$ cat config.mk
export PLATFORM = sky130hd
export DESIGN_NAME = vrot_cordic_cell
export DESIGN_NICKNAME = d
export VERILOG_FILES = /design/src/design/vrot_pkg.sv /design/src/design/vrot_cordic_cell.sv
export SDC_FILE = /design/constraint.sdc
export NUM_CORES = 1
export LEC_CHECK = 0
export BUFFER_PORTS_ARGS = -buffer_cell sky130_fd_sc_hd__buf_2
export CAP_MARGIN = 30
export CORE_UTILIZATION = 45
export CTS_CLUSTER_DIAMETER = 120
export DETAILED_ROUTE_END_ITERATION = 6
export HOLD_SLACK_MARGIN = 0.12
export PLACE_DENSITY = 0.67
export SLEW_MARGIN = 20
export SYNTH_ARGS = -nofsm -noshare
export SYNTH_HDL_FRONTEND = slang
export SYNTH_SLANG_ARGS = --single-unit
$ cat constraint.sdc
create_clock -name i_clk -period 11.1 [get_ports i_clk]
set_clock_uncertainty 0.05 [all_clocks]
set_input_delay 2.22 -clock i_clk [delete_from_list [all_inputs] [get_ports i_clk]]
set_output_delay 2.22 -clock i_clk [all_outputs]
set_load 0.05 [all_outputs]
$ cat src/design/vrot_pkg.sv
// Shared types, constants and arithmetic helpers for the vector rotation unit.
`default_nettype none
package vrot_pkg;

    localparam int CW           = 34;
    localparam int ATAN_ENTRIES = 30;
    localparam logic signed [CW-1:0] CORDIC_GAIN = 34'sd652032874;
    localparam logic [26:0] DEG_TO_RAD_Q32 = 27'd74961321;

    localparam logic [31:0] ATAN_Q30 [0:ATAN_ENTRIES-1] = '{
        32'h3243F6A8, 32'h1DAC6705, 32'h0FADBAFC, 32'h07F56EA6, 32'h03FEAB76,
        32'h01FFD55B, 32'h00FFFAAA, 32'h007FFF55, 32'h003FFFEA, 32'h001FFFFD,
        32'h00100000, 32'h00080000, 32'h00040000, 32'h00020000, 32'h00010000,
        32'h00008000, 32'h00004000, 32'h00002000, 32'h00001000, 32'h00000800,
        32'h00000400, 32'h00000200, 32'h00000100, 32'h00000080, 32'h00000040,
        32'h00000020, 32'h00000010, 32'h00000008, 32'h00000004, 32'h00000002
    };

    typedef struct packed {
        logic signed [CW-1:0] x;
        logic signed [CW-1:0] y;
        logic signed [CW-1:0] z;
        logic                 flip;
    } t_cord;

    typedef struct packed {
        logic signed [31:0] vec_x;
        logic signed [31:0] vec_y;
        logic signed [31:0] vec_z;
        logic signed [31:0] axis_x;
        logic signed [31:0] axis_y;
        logic signed [31:0] axis_z;
    } t_side;

    function automatic logic signed [31:0] clip_s32(input logic signed [65:0] v);
        logic signed [31:0] res;
        if (v > 66'sh7FFFFFFF) begin
            res = 32'sh7FFFFFFF;
        end else if (v < -66'sh80000000) begin
            res = -32'sh80000000;
        end else begin
            res = v[31:0];
        end
        return res;
    endfunction

    function automatic logic over_s32(input logic signed [65:0] v);
        return (v > 66'sh7FFFFFFF) || (v < -66'sh80000000);
    endfunction

    function automatic logic signed [65:0] rnd_q(input logic signed [63:0] p,
                                                 input int unsigned fb);
        logic signed [65:0] s;
        s = 66'(p) + (66'sd1 <<< (fb - 1));
        return s >>> fb;
    endfunction

endpackage
`default_nettype wire

$ cat src/design/vrot_cordic_cell.sv
// One rotation-mode CORDIC iteration with its own register.
`default_nettype none
module vrot_cordic_cell #(
    parameter int IDX = 0
) (
    input  wire logic      i_clk,
    input  wire logic      i_en,
    input  vrot_pkg::t_cord i_cord,
    output vrot_pkg::t_cord o_cord
);
    import vrot_pkg::*;

    localparam logic signed [CW-1:0] ATAN = CW'(ATAN_Q30[IDX]);

    t_cord r_cord, n_cord;

    always_comb begin
        n_cord.flip = i_cord.flip;
        if (i_cord.z >= 0) begin
            n_cord.x = i_cord.x - (i_cord.y >>> IDX);
            n_cord.y = i_cord.y + (i_cord.x >>> IDX);
            n_cord.z = i_cord.z - ATAN;
        end else begin
            n_cord.x = i_cord.x + (i_cord.y >>> IDX);
            n_cord.y = i_cord.y - (i_cord.x >>> IDX);
            n_cord.z = i_cord.z + ATAN;
        end
    end

    always_ff @(posedge i_clk) begin
        if (i_en) begin
            r_cord <= n_cord;
        end
    end

    assign o_cord = r_cord;

endmodule
`default_nettype wire

==> impl_summary.log, run 1 <==
INFO  metric hpwl = approximately 24 mm
INFO  metric worst_hold_margin = 1.982 ns
INFO  metric layout-drive-gt1-share = 17.41%
INFO  metric ctsRootBufferMaster = clkbuf_16
INFO  metric timing_hold_violations_final = 0
INFO  metric outcome = finished clean
INFO  metric postSynthRegisterBits = 102
INFO  metric final.setup.tns = 0 ns
INFO  metric hold_class = primary input to flip-flop
INFO  metric drv.max_cap_violation_count = 0
INFO  metric worstPathRequired = ~11 ns
INFO  metric sequential_share_of_the_synthesized_area = 29.22%
INFO  metric final_cell_mix = buf_2, a21oi_1, ha_1
INFO  metric dominantRegCellSynth = edfxtp_1
INFO  metric synth_area = 10480 um2
INFO  metric maxClockFrequency = around 0.14 GHz
INFO  metric cts.sink_count = 102
INFO  metric leading_cell_type_in_the_layout_fill_and_taps_excluded = buf_2
INFO  metric synthesis.area_per_instance = ~8.5 um2
INFO  metric max_reg_flops = 102
INFO  metric relSlewSlack = 27.83%
INFO  metric chipHeight = 154.6 um
INFO  metric place.gp.congestion = approximately 1.0
INFO  metric crit_fanout = 80
INFO  metric globalRoute.totalOverflow = 0
INFO  metric report.power.total = 1.637 mW
INFO  metric powerDensity = 136.7 nW/um2
INFO  metric antenna_violations_before_repair = 2
INFO  metric place.port_buffers = 207
INFO  metric post_synth_num_cell_types = 79
INFO  metric die_area = ~24000 um2
INFO  metric asyncSetResetFlopFracSynth = 0%
INFO  metric route.detailed.wl_per_inst = 18.48 um
INFO  metric tritoncts_clock_tree = yes
INFO  metric critical_path_class = primary input to flip-flop
INFO  metric critical_path.endpoint_type = flip-flop
INFO  metric postCtsResizedCells = 0
INFO  metric synth_cells = between 1000 and 1500
INFO  metric grt_start_max_net_pins = 81
INFO  metric routed_via_density = 5.894
INFO  metric setup_viol_count_final = 0
INFO  metric least_margin_pin_slew = ~1.1 ns
INFO  metric drt_wl_total = 31.39 mm
INFO  metric cts.hold.buffers_added = 0
INFO  metric pre_cts_slack = 3.756 ns
INFO  metric clk_path_buf_depth = 2
INFO  metric starting_density_of_the_core = 46.17%
INFO  metric core.rowCount = 55
INFO  metric num_io_pins = 208
INFO  metric timing.critical_path.arrival = 7.15 ns
INFO  metric number_of_routed_nets_with_antenna_violations = 0
INFO  metric dr.pass1.iters = 6
INFO  metric setup_repair_after_global_routing_missed_its_margin = no
INFO  metric timing.hold.worst.start = i_cord[0]
INFO  metric grt_usage = a little over a quarter
INFO  metric worstHoldEndpoint = o_cord[0]$_DFFE_PP_
INFO  metric timing.final.ws_setup = 4.015 ns
INFO  metric coreArea = 22710 um2
INFO  metric timing.critical_path.from_type = primary input
INFO  metric synth_warnings = 0
INFO  metric drc = 0
INFO  metric cts_post_setup_buffers_inserted = 0
INFO  metric die_w = around 150 um
INFO  metric postSynthNetCount = roughly 1500
INFO  metric peakVddDrop = 0.07300 mV
INFO  metric final_period_demand_of_the_worst_path = between 7 and 8 ns
INFO  metric detailroute.via_count = between 10000 and 15000
INFO  metric drt_iter0_markers = 833
INFO  metric first_global_vias = a little over 9000
INFO  metric slew_viol_final = 0
INFO  metric cts-buffers-inserted = 9
INFO  metric period_share = a little under two thirds
INFO  metric synth-edff-count = 102
INFO  metric areaGrowthSynthToFinish = 14.23%
INFO  metric h-tree-depth = 3
INFO  metric leakage = 5.330 nW
INFO  metric hold_path_depth = 1
INFO  metric global_route_wire_length_before_repair = 49.16 mm
INFO  metric clk_transition_reported_paths = approximately 0.08 ns
INFO  metric layout.nets = 1646
-- critical path, stage by stage --
cell     delay (ns)
buf_2          0.11
inv_1          0.09
ha_1           0.18
nor4b_1        0.24
nand4_1        0.15
nor3_2         0.29
or2b_2         0.15
buf_4          0.69
inv_2          0.03
buf_4          0.41
fa_1           0.53
nor2b_1        0.17
o31a_1         0.19
o31ai_1        0.10
o21ai_0        0.46
a31oi_1        0.27
o21ai_0        0.29
nand4_1        0.16
a31oi_1        0.19
xor2_1         0.09
-- metrics by stage --
stage	std cells	instance area, um2	util, %
floorplan	1237	10480	-
global placement	1682	11680	51.42
detailed placement	1682	11680	51.42
CTS	1698	11970	52.72
global route	1698	11970	52.72
finish	1699	11980	52.73
-- report_power, final --
part | leakage [nW] | switching (mW) | total, mW | internal (mW)
registers | 0.999 | 0.0163 | 0.526 | 0.509
clock network | 0.148 | 0.165 | 0.342 | 0.178
logic | 4.18 | 0.546 | 0.769 | 0.224
total | 5.33 | 0.727 | 1.64 | 0.911
-- Yosys cell counts, types with 14 or more instances --
master    count  area (um2)
xor2_1       14       122.6
edfxtp_1    102        3063
o211ai_1     14       105.1
o21ai_0      88       440.4
xnor2_1      78       683.2
a21oi_1     145       725.7
o21a_1       19       142.6
nand2_1      71       266.5
nand3_1      21       105.1
inv_1       114       427.9
clkbuf_1     19       71.32
o21bai_1     15       112.6
buf_2        18       90.09
a21o_1       26       195.2
nand4_1      16       100.1
nor3_1       24       120.1
nor2_1      119       446.7
ha_1        129        1614
-- routing by layer --
layer	part of all wire [%]	track usage [%]	vias up	wire (um)
met1	45	35.80	4697	14180
met3	6.9	3.222	46	2167
li1	-	-	4796	-
met2	46	43.27	473	14500
met4	1.7	6.648	2	536
met5	0.045	0	-	14
-- logic make-up (layout without fill, tap and decap cells) --
family | count (synthesis) | after routing | synth area share (%)
AOI/OAI and AO/OA | 421 | 421 | 25.68
and+or+nand+nor | 310 | 310 | 13.71
buffers and inverters | 166 | 342 | 6.301
adders and majority gates | 133 | 133 | 16.16
DFF | 102 | 102 | 29.22
xor gates and xnor gates | 92 | 92 | 7.686
muxes | 13 | 13 | 1.241
other | 0 | 1 | 0
-- cell type report --
cell class,instances,area [um2]
Fill cell,2216,10730
Multi-Input combinational cell,969,6761
Sequential cell,102,3063
Timing Repair Buffer,210,1061
Inverter,116,435.4
Tap cell,285,356.6
Clock buffer,10,229.0
Clock inverter,6,66.31
Antenna cell,1,2.502
-- worst max path at each step --
stage,start,endpoint,slack [ns],depth (start not counted)
after floorplan,i_cord[34],o_cord[31]$_DFFE_PP_,4.81,19
after global placement,i_cord[34],o_cord[34]$_DFFE_PP_,3.92,20
after detailed placement,i_cord[34],o_cord[34]$_DFFE_PP_,3.76,20
after CTS,i_cord[34],o_cord[34]$_DFFE_PP_,4.13,20
after global routing,i_cord[34],o_cord[27]$_DFFE_PP_,3.73,20
final,i_cord[34],o_cord[34]$_DFFE_PP_,4.01,20
(Power assumes the default switching activity.)
==> run 2, diff against run 1 <==
Clock period 11.1 ns to 7.2 ns, I/O delays scaled along.
==> run 2 against run 1 <==
Compared with the run above: power grew 57%; non-clock buffer count increased by 1; routed wire length increased by 0.66%; worst setup slack worse by 2.5 ns; clock power is 66% higher; first-iteration DRC count up 16%; highest routed layer is now met4; design area increased by 0.32%; flip-flop and latch count unchanged.
==> impl_summary.log, run 2 (same netlist as run 1, synthesis figures left out) <==
INFO  metric hold_path_depth = 1 (unchanged)
INFO  metric ctsRootBufferMaster = clkbuf_16
INFO  metric drt_wl_total = 31.60 mm (+0.66%)
INFO  metric relSlewSlack = 38.58% (+11 points)
INFO  metric outcome = finished clean
INFO  metric powerDensity = 213.3 nW/um2 (+56%)
INFO  metric coreArea = 22710 um2 (unchanged)
INFO  metric setup_viol_count_final = 0 (unchanged)
INFO  metric final_cell_mix = buf_2, a21oi_1, ha_1
INFO  metric num_io_pins = 208 (unchanged)
INFO  metric timing.critical_path.from_type = primary input
INFO  metric timing.final.ws_setup = 1.504 ns (-2.511 ns)
INFO  metric report.power.total = 2.563 mW (+57%)
INFO  metric worstPathRequired = 7.26 ns (-3.90 ns)
INFO  metric first_global_vias = 9338 (+0.80%)
INFO  metric hpwl = 24.99 mm (+2.2%)
INFO  metric dpl-instance-area = 11680 um2 (unchanged)
INFO  metric num-fill-cells = 2163 (-2.4%)
INFO  metric pre_cts_slack = 1.142 ns (-2.614 ns)
INFO  metric route.detailed.wl_per_inst = 18.59 um (+0.60%)
INFO  metric global_route_wire_length_before_repair = 49.36 mm (+0.42%)
INFO  metric slew_viol_final = 0 (unchanged)
INFO  metric core.rowCount = 55 (unchanged)
INFO  metric setup.worst_path.start = i_cord[34]
INFO  metric globalRoute.totalOverflow = 0 (unchanged)
INFO  metric timing_hold_violations_final = 0 (unchanged)
INFO  metric drc = 0 (unchanged)
INFO  metric grt_usage = 26.19% (+0.15 points)
INFO  metric place.gp.congestion = 0.9991 (+0.39%)
INFO  metric crit_fanout = 37 (-54%)
INFO  metric maxClockFrequency = 0.1756 GHz
INFO  metric layout.nets = 1647 (+0.061%)
INFO  metric detailroute.via_count = 9955 (-0.59%)
INFO  metric final_standard_cell_count_with_taps_included_and_fillers_excluded = 1700 (+0.059%)
INFO  metric setup_repair_after_global_routing_missed_its_margin = no
INFO  metric multi_input_area = 6761 um2 (unchanged)
INFO  metric cts-buffers-inserted = 9 (unchanged)
INFO  metric drv.max_cap_violation_count = 0 (unchanged)
INFO  metric grt_start_max_net_pins = 61 (-25%)
INFO  metric final_util = 52.90% (+0.17 points)
INFO  metric leakage = 5.346 nW (+0.30%)
INFO  metric cts_post_setup_buffers_inserted = 0 (unchanged)
INFO  metric final.setup.tns = 0 ns (unchanged)
INFO  metric tritoncts_clock_tree = yes
INFO  metric final-seq-area = 3063 um2 (unchanged)
INFO  metric critical_path.endpoint = o_cord[34]$_DFFE_PP_
INFO  metric die_area = 23910 um2 (unchanged)
INFO  metric placed_instance_count = 1682 (unchanged)
INFO  metric final_period_demand_of_the_worst_path = 5.696 ns
INFO  metric starting_density_of_the_core = 46.17% (unchanged)
INFO  metric dr.pass1.iters = 6 (unchanged)
INFO  metric max_reg_flops = 102 (unchanged)
INFO  metric worst_hold_margin = 1.202 ns (-0.7800 ns)
INFO  metric period_share = 79.12%
INFO  metric clk_path_buf_depth = 2 (unchanged)
INFO  metric h-tree-depth = 3 (unchanged)
INFO  metric layout.cell_area.non_filler = 12010 um2 (+0.32%)
INFO  metric hold_class = primary input to flip-flop
INFO  metric drt_iter0_markers = 965 (+16%)
INFO  metric areaGrowthSynthToFinish = 14.60%
INFO  metric critical_path_class = primary input to flip-flop
INFO  metric postCtsResizedCells = 0 (unchanged)
INFO  metric chipHeight = 154.6 um (unchanged)
INFO  metric routed_via_density = 5.856 (-0.65%)
INFO  metric antenna_violations_before_repair = 0 (-2)
INFO  metric place.port_buffers = 207 (unchanged)
INFO  metric timing.critical_path.arrival = 5.76 ns (-1.39 ns)
INFO  metric critical_path.endpoint_type = flip-flop
INFO  metric layout-drive-gt1-share = 17.54% (+0.13 points)
INFO  metric least_margin_pin_slew = 0.9094 ns (-0.1593 ns)
INFO  metric leading_cell_type_in_the_layout_fill_and_taps_excluded = buf_2
INFO  metric number_of_routed_nets_with_antenna_violations = 0 (unchanged)
INFO  metric cts.sink_count = 102 (unchanged)
INFO  metric clk_transition_reported_paths = 0.07 ns (about the same)
INFO  metric die_w = 154.6 um (unchanged)
INFO  metric peakVddDrop = 0.1098 mV (+50%)
INFO  metric cts.hold.buffers_added = 0 (unchanged)
[run 2: power by group]
group / switching, mW / internal (mW) / leakage, nW
Combinational: 0.840 / 0.345 / 4.19
Clock: 0.256 / 0.311 / 0.160
Sequential: 0.0249 / 0.785 / 0.999
Total: 1.12 / 1.44 / 5.35
[run 2: worst min-delay path by stage]
stage,startpoint,endpoint,slack (ns)
2_1_floorplan,i_cord[0],o_cord[0]$_DFFE_PP_,1.49
3_3_place_gp,i_cord[0],o_cord[0]$_DFFE_PP_,1.57
3_5_place_dp,i_cord[0],o_cord[0]$_DFFE_PP_,1.57
4_1_cts,i_cord[0],o_cord[0]$_DFFE_PP_,1.19
5_1_grt,i_cord[0],o_cord[0]$_DFFE_PP_,1.20
6_report,i_cord[0],o_cord[0]$_DFFE_PP_,1.20
[run 2: area by class of cell]
type,count,area share [%]
Inverter,116,3.624
Antenna cell,1,0.02083
Sequential cell,102,25.49
Tap cell,285,2.968
Multi-Input combinational cell,969,56.28
Timing Repair Buffer,211,8.873
Clock inverter,7,0.8644
Clock buffer,9,1.875
[run 2: routing by layer]
metal  wire (um)  share of wire (%)  track usage [%]
met5           0                  0                0
met4         747                2.4            8.581
met3        2385                7.5            4.175
met2       14690                 46            43.31
met1       13780                 44            34.86
[run 2: worst max-delay path, stage by stage]
cell,delay (ns)
buf_2,0.11
inv_1,0.09
ha_1,0.16
nor4b_1,0.23
nand4_1,0.17
nor3_2,0.27
or2b_2,0.44
inv_2,0.42
fa_1,0.55
nor2b_1,0.16
o31a_1,0.19
o31ai_1,0.09
o21ai_0,0.43
a31oi_1,0.25
o21ai_0,0.30
nand4_1,0.16
a31oi_1,0.18
xor2_1,0.08
==> run 3, diff against run 2 <==
Settings changed: PLACE_DENSITY 0.67 to 0.7.
Clock period 7.2 ns to 4.8 ns, I/O delays scaled along.
==> run 3 against run 2 <==
Compared with the run above: worst setup slack got worse by 1.2 ns; clock-buffer cell count did not move; power rose by 47%; non-clock buffer count rose by 19; clock power rose by 31%; combinational power rose by 51%; routed wire length rose by 0.26%; critical path type unchanged; first-iteration DRC count rose by 0.73%; flip-flop and latch count did not move.
==> impl_summary.log, run 3 (same netlist as run 1, synthesis figures left out) <==
INFO  metric outcome = finished clean
INFO  metric timing.hold.worst.start = i_cord[0]
INFO  metric cts-buffers-inserted = 9 (unchanged)
INFO  metric peakVddDrop = 0.1972 mV (+80%)
INFO  metric timing.critical_path.from_type = primary input
INFO  metric final_standard_cell_count_with_taps_included_and_fillers_excluded = 1718 (+1.1%)
INFO  metric ctsRootBufferMaster = clkbuf_16
INFO  metric cts.sink_count = 102 (unchanged)
INFO  metric h-tree-depth = 3 (unchanged)
INFO  metric seq_power_share = 32.4% (+0.8 points)
INFO  metric powerDensity = 310.2 nW/um2 (+45%)
INFO  metric cts.hold.buffers_added = 0 (unchanged)
INFO  metric report.power.total = 3.761 mW (+47%)
INFO  metric drt_iter0_markers = 972 (+0.73%)
INFO  metric num_io_pins = 208 (unchanged)
INFO  metric first_global_vias = 9347 (+0.096%)
INFO  metric maxClockFrequency = around 0.22 GHz
INFO  metric final_cell_mix = buf_2, a21oi_1, ha_1
INFO  metric detailroute.via_count = 10170 (+2.1%)
INFO  metric period_share = 92.90%
INFO  metric layout.nets = 1666 (+1.2%)
INFO  metric chipHeight = 154.6 um (unchanged)
INFO  metric starting_density_of_the_core = 46.17% (unchanged)
INFO  metric clk_path_buf_depth = 2 (unchanged)
INFO  metric core.rowCount = 55 (unchanged)
INFO  metric timing.critical_path.arrival = 4.52 ns (-1.24 ns)
INFO  metric postCtsResizedCells = 0 (unchanged)
INFO  metric cts_post_setup_buffers_inserted = 0 (unchanged)
INFO  metric final_util = 53.39% (+0.48 points)
INFO  metric max_reg_flops = 102 (unchanged)
INFO  metric die_area = 23910 um2 (unchanged)
INFO  metric areaGrowthSynthToFinish = 15.65%
INFO  metric timing_hold_violations_final = 0 (unchanged)
INFO  metric place.port_buffers = 207 (unchanged)
INFO  metric placed_instance_count = 1702 (+1.2%)
INFO  metric leading_cell_type_in_the_layout_fill_and_taps_excluded = buf_2
INFO  metric clk_transition_reported_paths = 0.08 ns (about the same)
INFO  metric least_margin_pin_slew = 0.7386 ns (-0.1707 ns)
INFO  metric die_w = 154.6 um (unchanged)
INFO  metric grt_start_max_net_pins = 44 (-28%)
INFO  metric timing.final.ws_setup = 0.3407 ns (-1.163 ns)
INFO  metric drt_wl_total = 31.68 mm (+0.26%)
INFO  metric critical_path_class = primary input to flip-flop
INFO  metric clockPowerShare = 19.8% (-2.3 points)
INFO  metric pre_cts_slack = -0.01283 ns (-1.155 ns)
INFO  metric drv.max_cap_violation_count = 0 (unchanged)
INFO  metric leakage = 5.420 nW (+1.4%)
INFO  metric setup_viol_count_final = 0 (unchanged)
INFO  metric globalRoute.totalOverflow = 0 (unchanged)
INFO  metric hold_path_depth = 1 (unchanged)
INFO  metric num-fill-cells = 2150 (-0.60%)
INFO  metric slew_viol_final = 0 (unchanged)
INFO  metric combinationalPowerShare = 47.8% (+1.5 points)
INFO  metric coreArea = 22710 um2 (unchanged)
INFO  metric layout-drive-gt1-share = 18.58% (+1.0 points)
INFO  metric tritoncts_clock_tree = yes
INFO  metric number_of_routed_nets_with_antenna_violations = 0 (unchanged)
INFO  metric setup_repair_after_global_routing_missed_its_margin = no
INFO  metric netSwitchingFraction = 44.83% (+1.1 points)
INFO  metric route.detailed.wl_per_inst = 18.44 um (-0.79%)
INFO  metric global_route_wire_length_before_repair = 49.58 mm (+0.45%)
INFO  metric hpwl = 25.36 mm (+1.5%)
INFO  metric worst_hold_margin = 0.7246 ns (-0.4771 ns)
INFO  metric hold_class = primary input to flip-flop
INFO  metric final_period_demand_of_the_worst_path = 4.459 ns
INFO  metric worstHoldEndpoint = o_cord[0]$_DFFE_PP_
INFO  metric relSlewSlack = 50.46% (+12 points)
INFO  metric place.gp.congestion = 0.9591 (-4.0%)
INFO  metric internal-power = 2.075 mW (+44%)
INFO  metric switching_power = 1.686 mW (+50%)
INFO  metric drc = 0 (unchanged)
INFO  metric dr.pass1.iters = 6 (unchanged)
INFO  metric critical_path.endpoint_type = flip-flop
INFO  metric worstPathRequired = 4.86 ns (-2.40 ns)
INFO  metric routed_via_density = 5.919 (+1.1%)
INFO  metric grt_usage = 26.26% (+0.070 points)
INFO  metric crit_fanout = 10 (-73%)
INFO  metric antenna_violations_before_repair = 1 (+1)
-- run 3: cell types whose count changed in the layout (fill, tap and decap cells not counted) --
cell and change:
clkinv_2 -1, clkinv_4 +2, buf_12 +1, clkbuf_2 -1, buf_4 +19, bufinv_16 -2
-- run 3: per-stage QoR --
| stage | TNS (ns) | cell area, um2 |
|---|---|---|
| detailed placement | -0.02023 | 11840 |
| finish | 0 | 12120 |
| global placement | 0 | 11820 |
| CTS | 0 | 12120 |
| global route | 0 | 12120 |
| floorplan | 0 | 10490 |
-- run 3: worst max-delay path by stage --
stage / start / end / slack, ns
floorplan: i_cord[34] / o_cord[31]$_DFFE_PP_ / 0.11
CTS: i_cord[34] / o_cord[31]$_DFFE_PP_ / 0.37
detailed placement: i_cord[34] / o_cord[33]$_DFFE_PP_ / -0.01
global route: i_cord[34] / o_cord[22]$_DFFE_PP_ / 0.03
global placement: i_cord[34] / o_cord[33]$_DFFE_PP_ / 0.12
finish: i_cord[34] / o_cord[31]$_DFFE_PP_ / 0.34
-- run 3: worst max-delay path, stage by stage --
cell      delay (ns)
buf_2           0.12
inv_1           0.07
ha_1            0.16
nor4b_1         0.24
nand4_1         0.15
nor3_2          0.23
or2b_2          0.24
inv_2           0.14
ha_1            0.36
and3_1          0.23
and3_1          0.20
a21oi_1         0.18
a31oi_1         0.14
a211o_1         0.36
a221oi_2        0.35
nor3_1          0.09
o22ai_1         0.20
xnor2_1         0.09
-- run 3: area by class of cell --
cell class                      count  area, um2  share of cell area (%)
Antenna cell                        1      2.502                 0.02064
Clock buffer                        9      225.2                   1.858
Clock inverter                      6      56.30                  0.4644
Inverter                          116      435.4                   3.591
Multi-Input combinational cell    969       6761                   55.77
Sequential cell                   102       3063                   25.26
Tap cell                          285      356.6                   2.941
Timing Repair Buffer              230       1224                   10.09
-- run 3: metal layers --
layer	track usage, %	routed length, um
met4	8.534	838
met5	0	13
met1	35.70	13670
met2	43.01	14770
met3	3.586	2394
-- run 3: power groups by stage --
| stage | clock, mW | combinational (mW) | sequential (mW) |
|---|---|---|---|
| final | 0.744 | 1.80 | 1.22 |
| after global routing | 0.787 | 1.92 | 1.23 |
| after CTS | 0.756 | 1.78 | 1.22 |
| after detailed placement | 0 | 1.77 | 1.24 |
| after global placement | 0 | 1.77 | 1.24 |
| after floorplan | 0 | 0.792 | 1.75 |
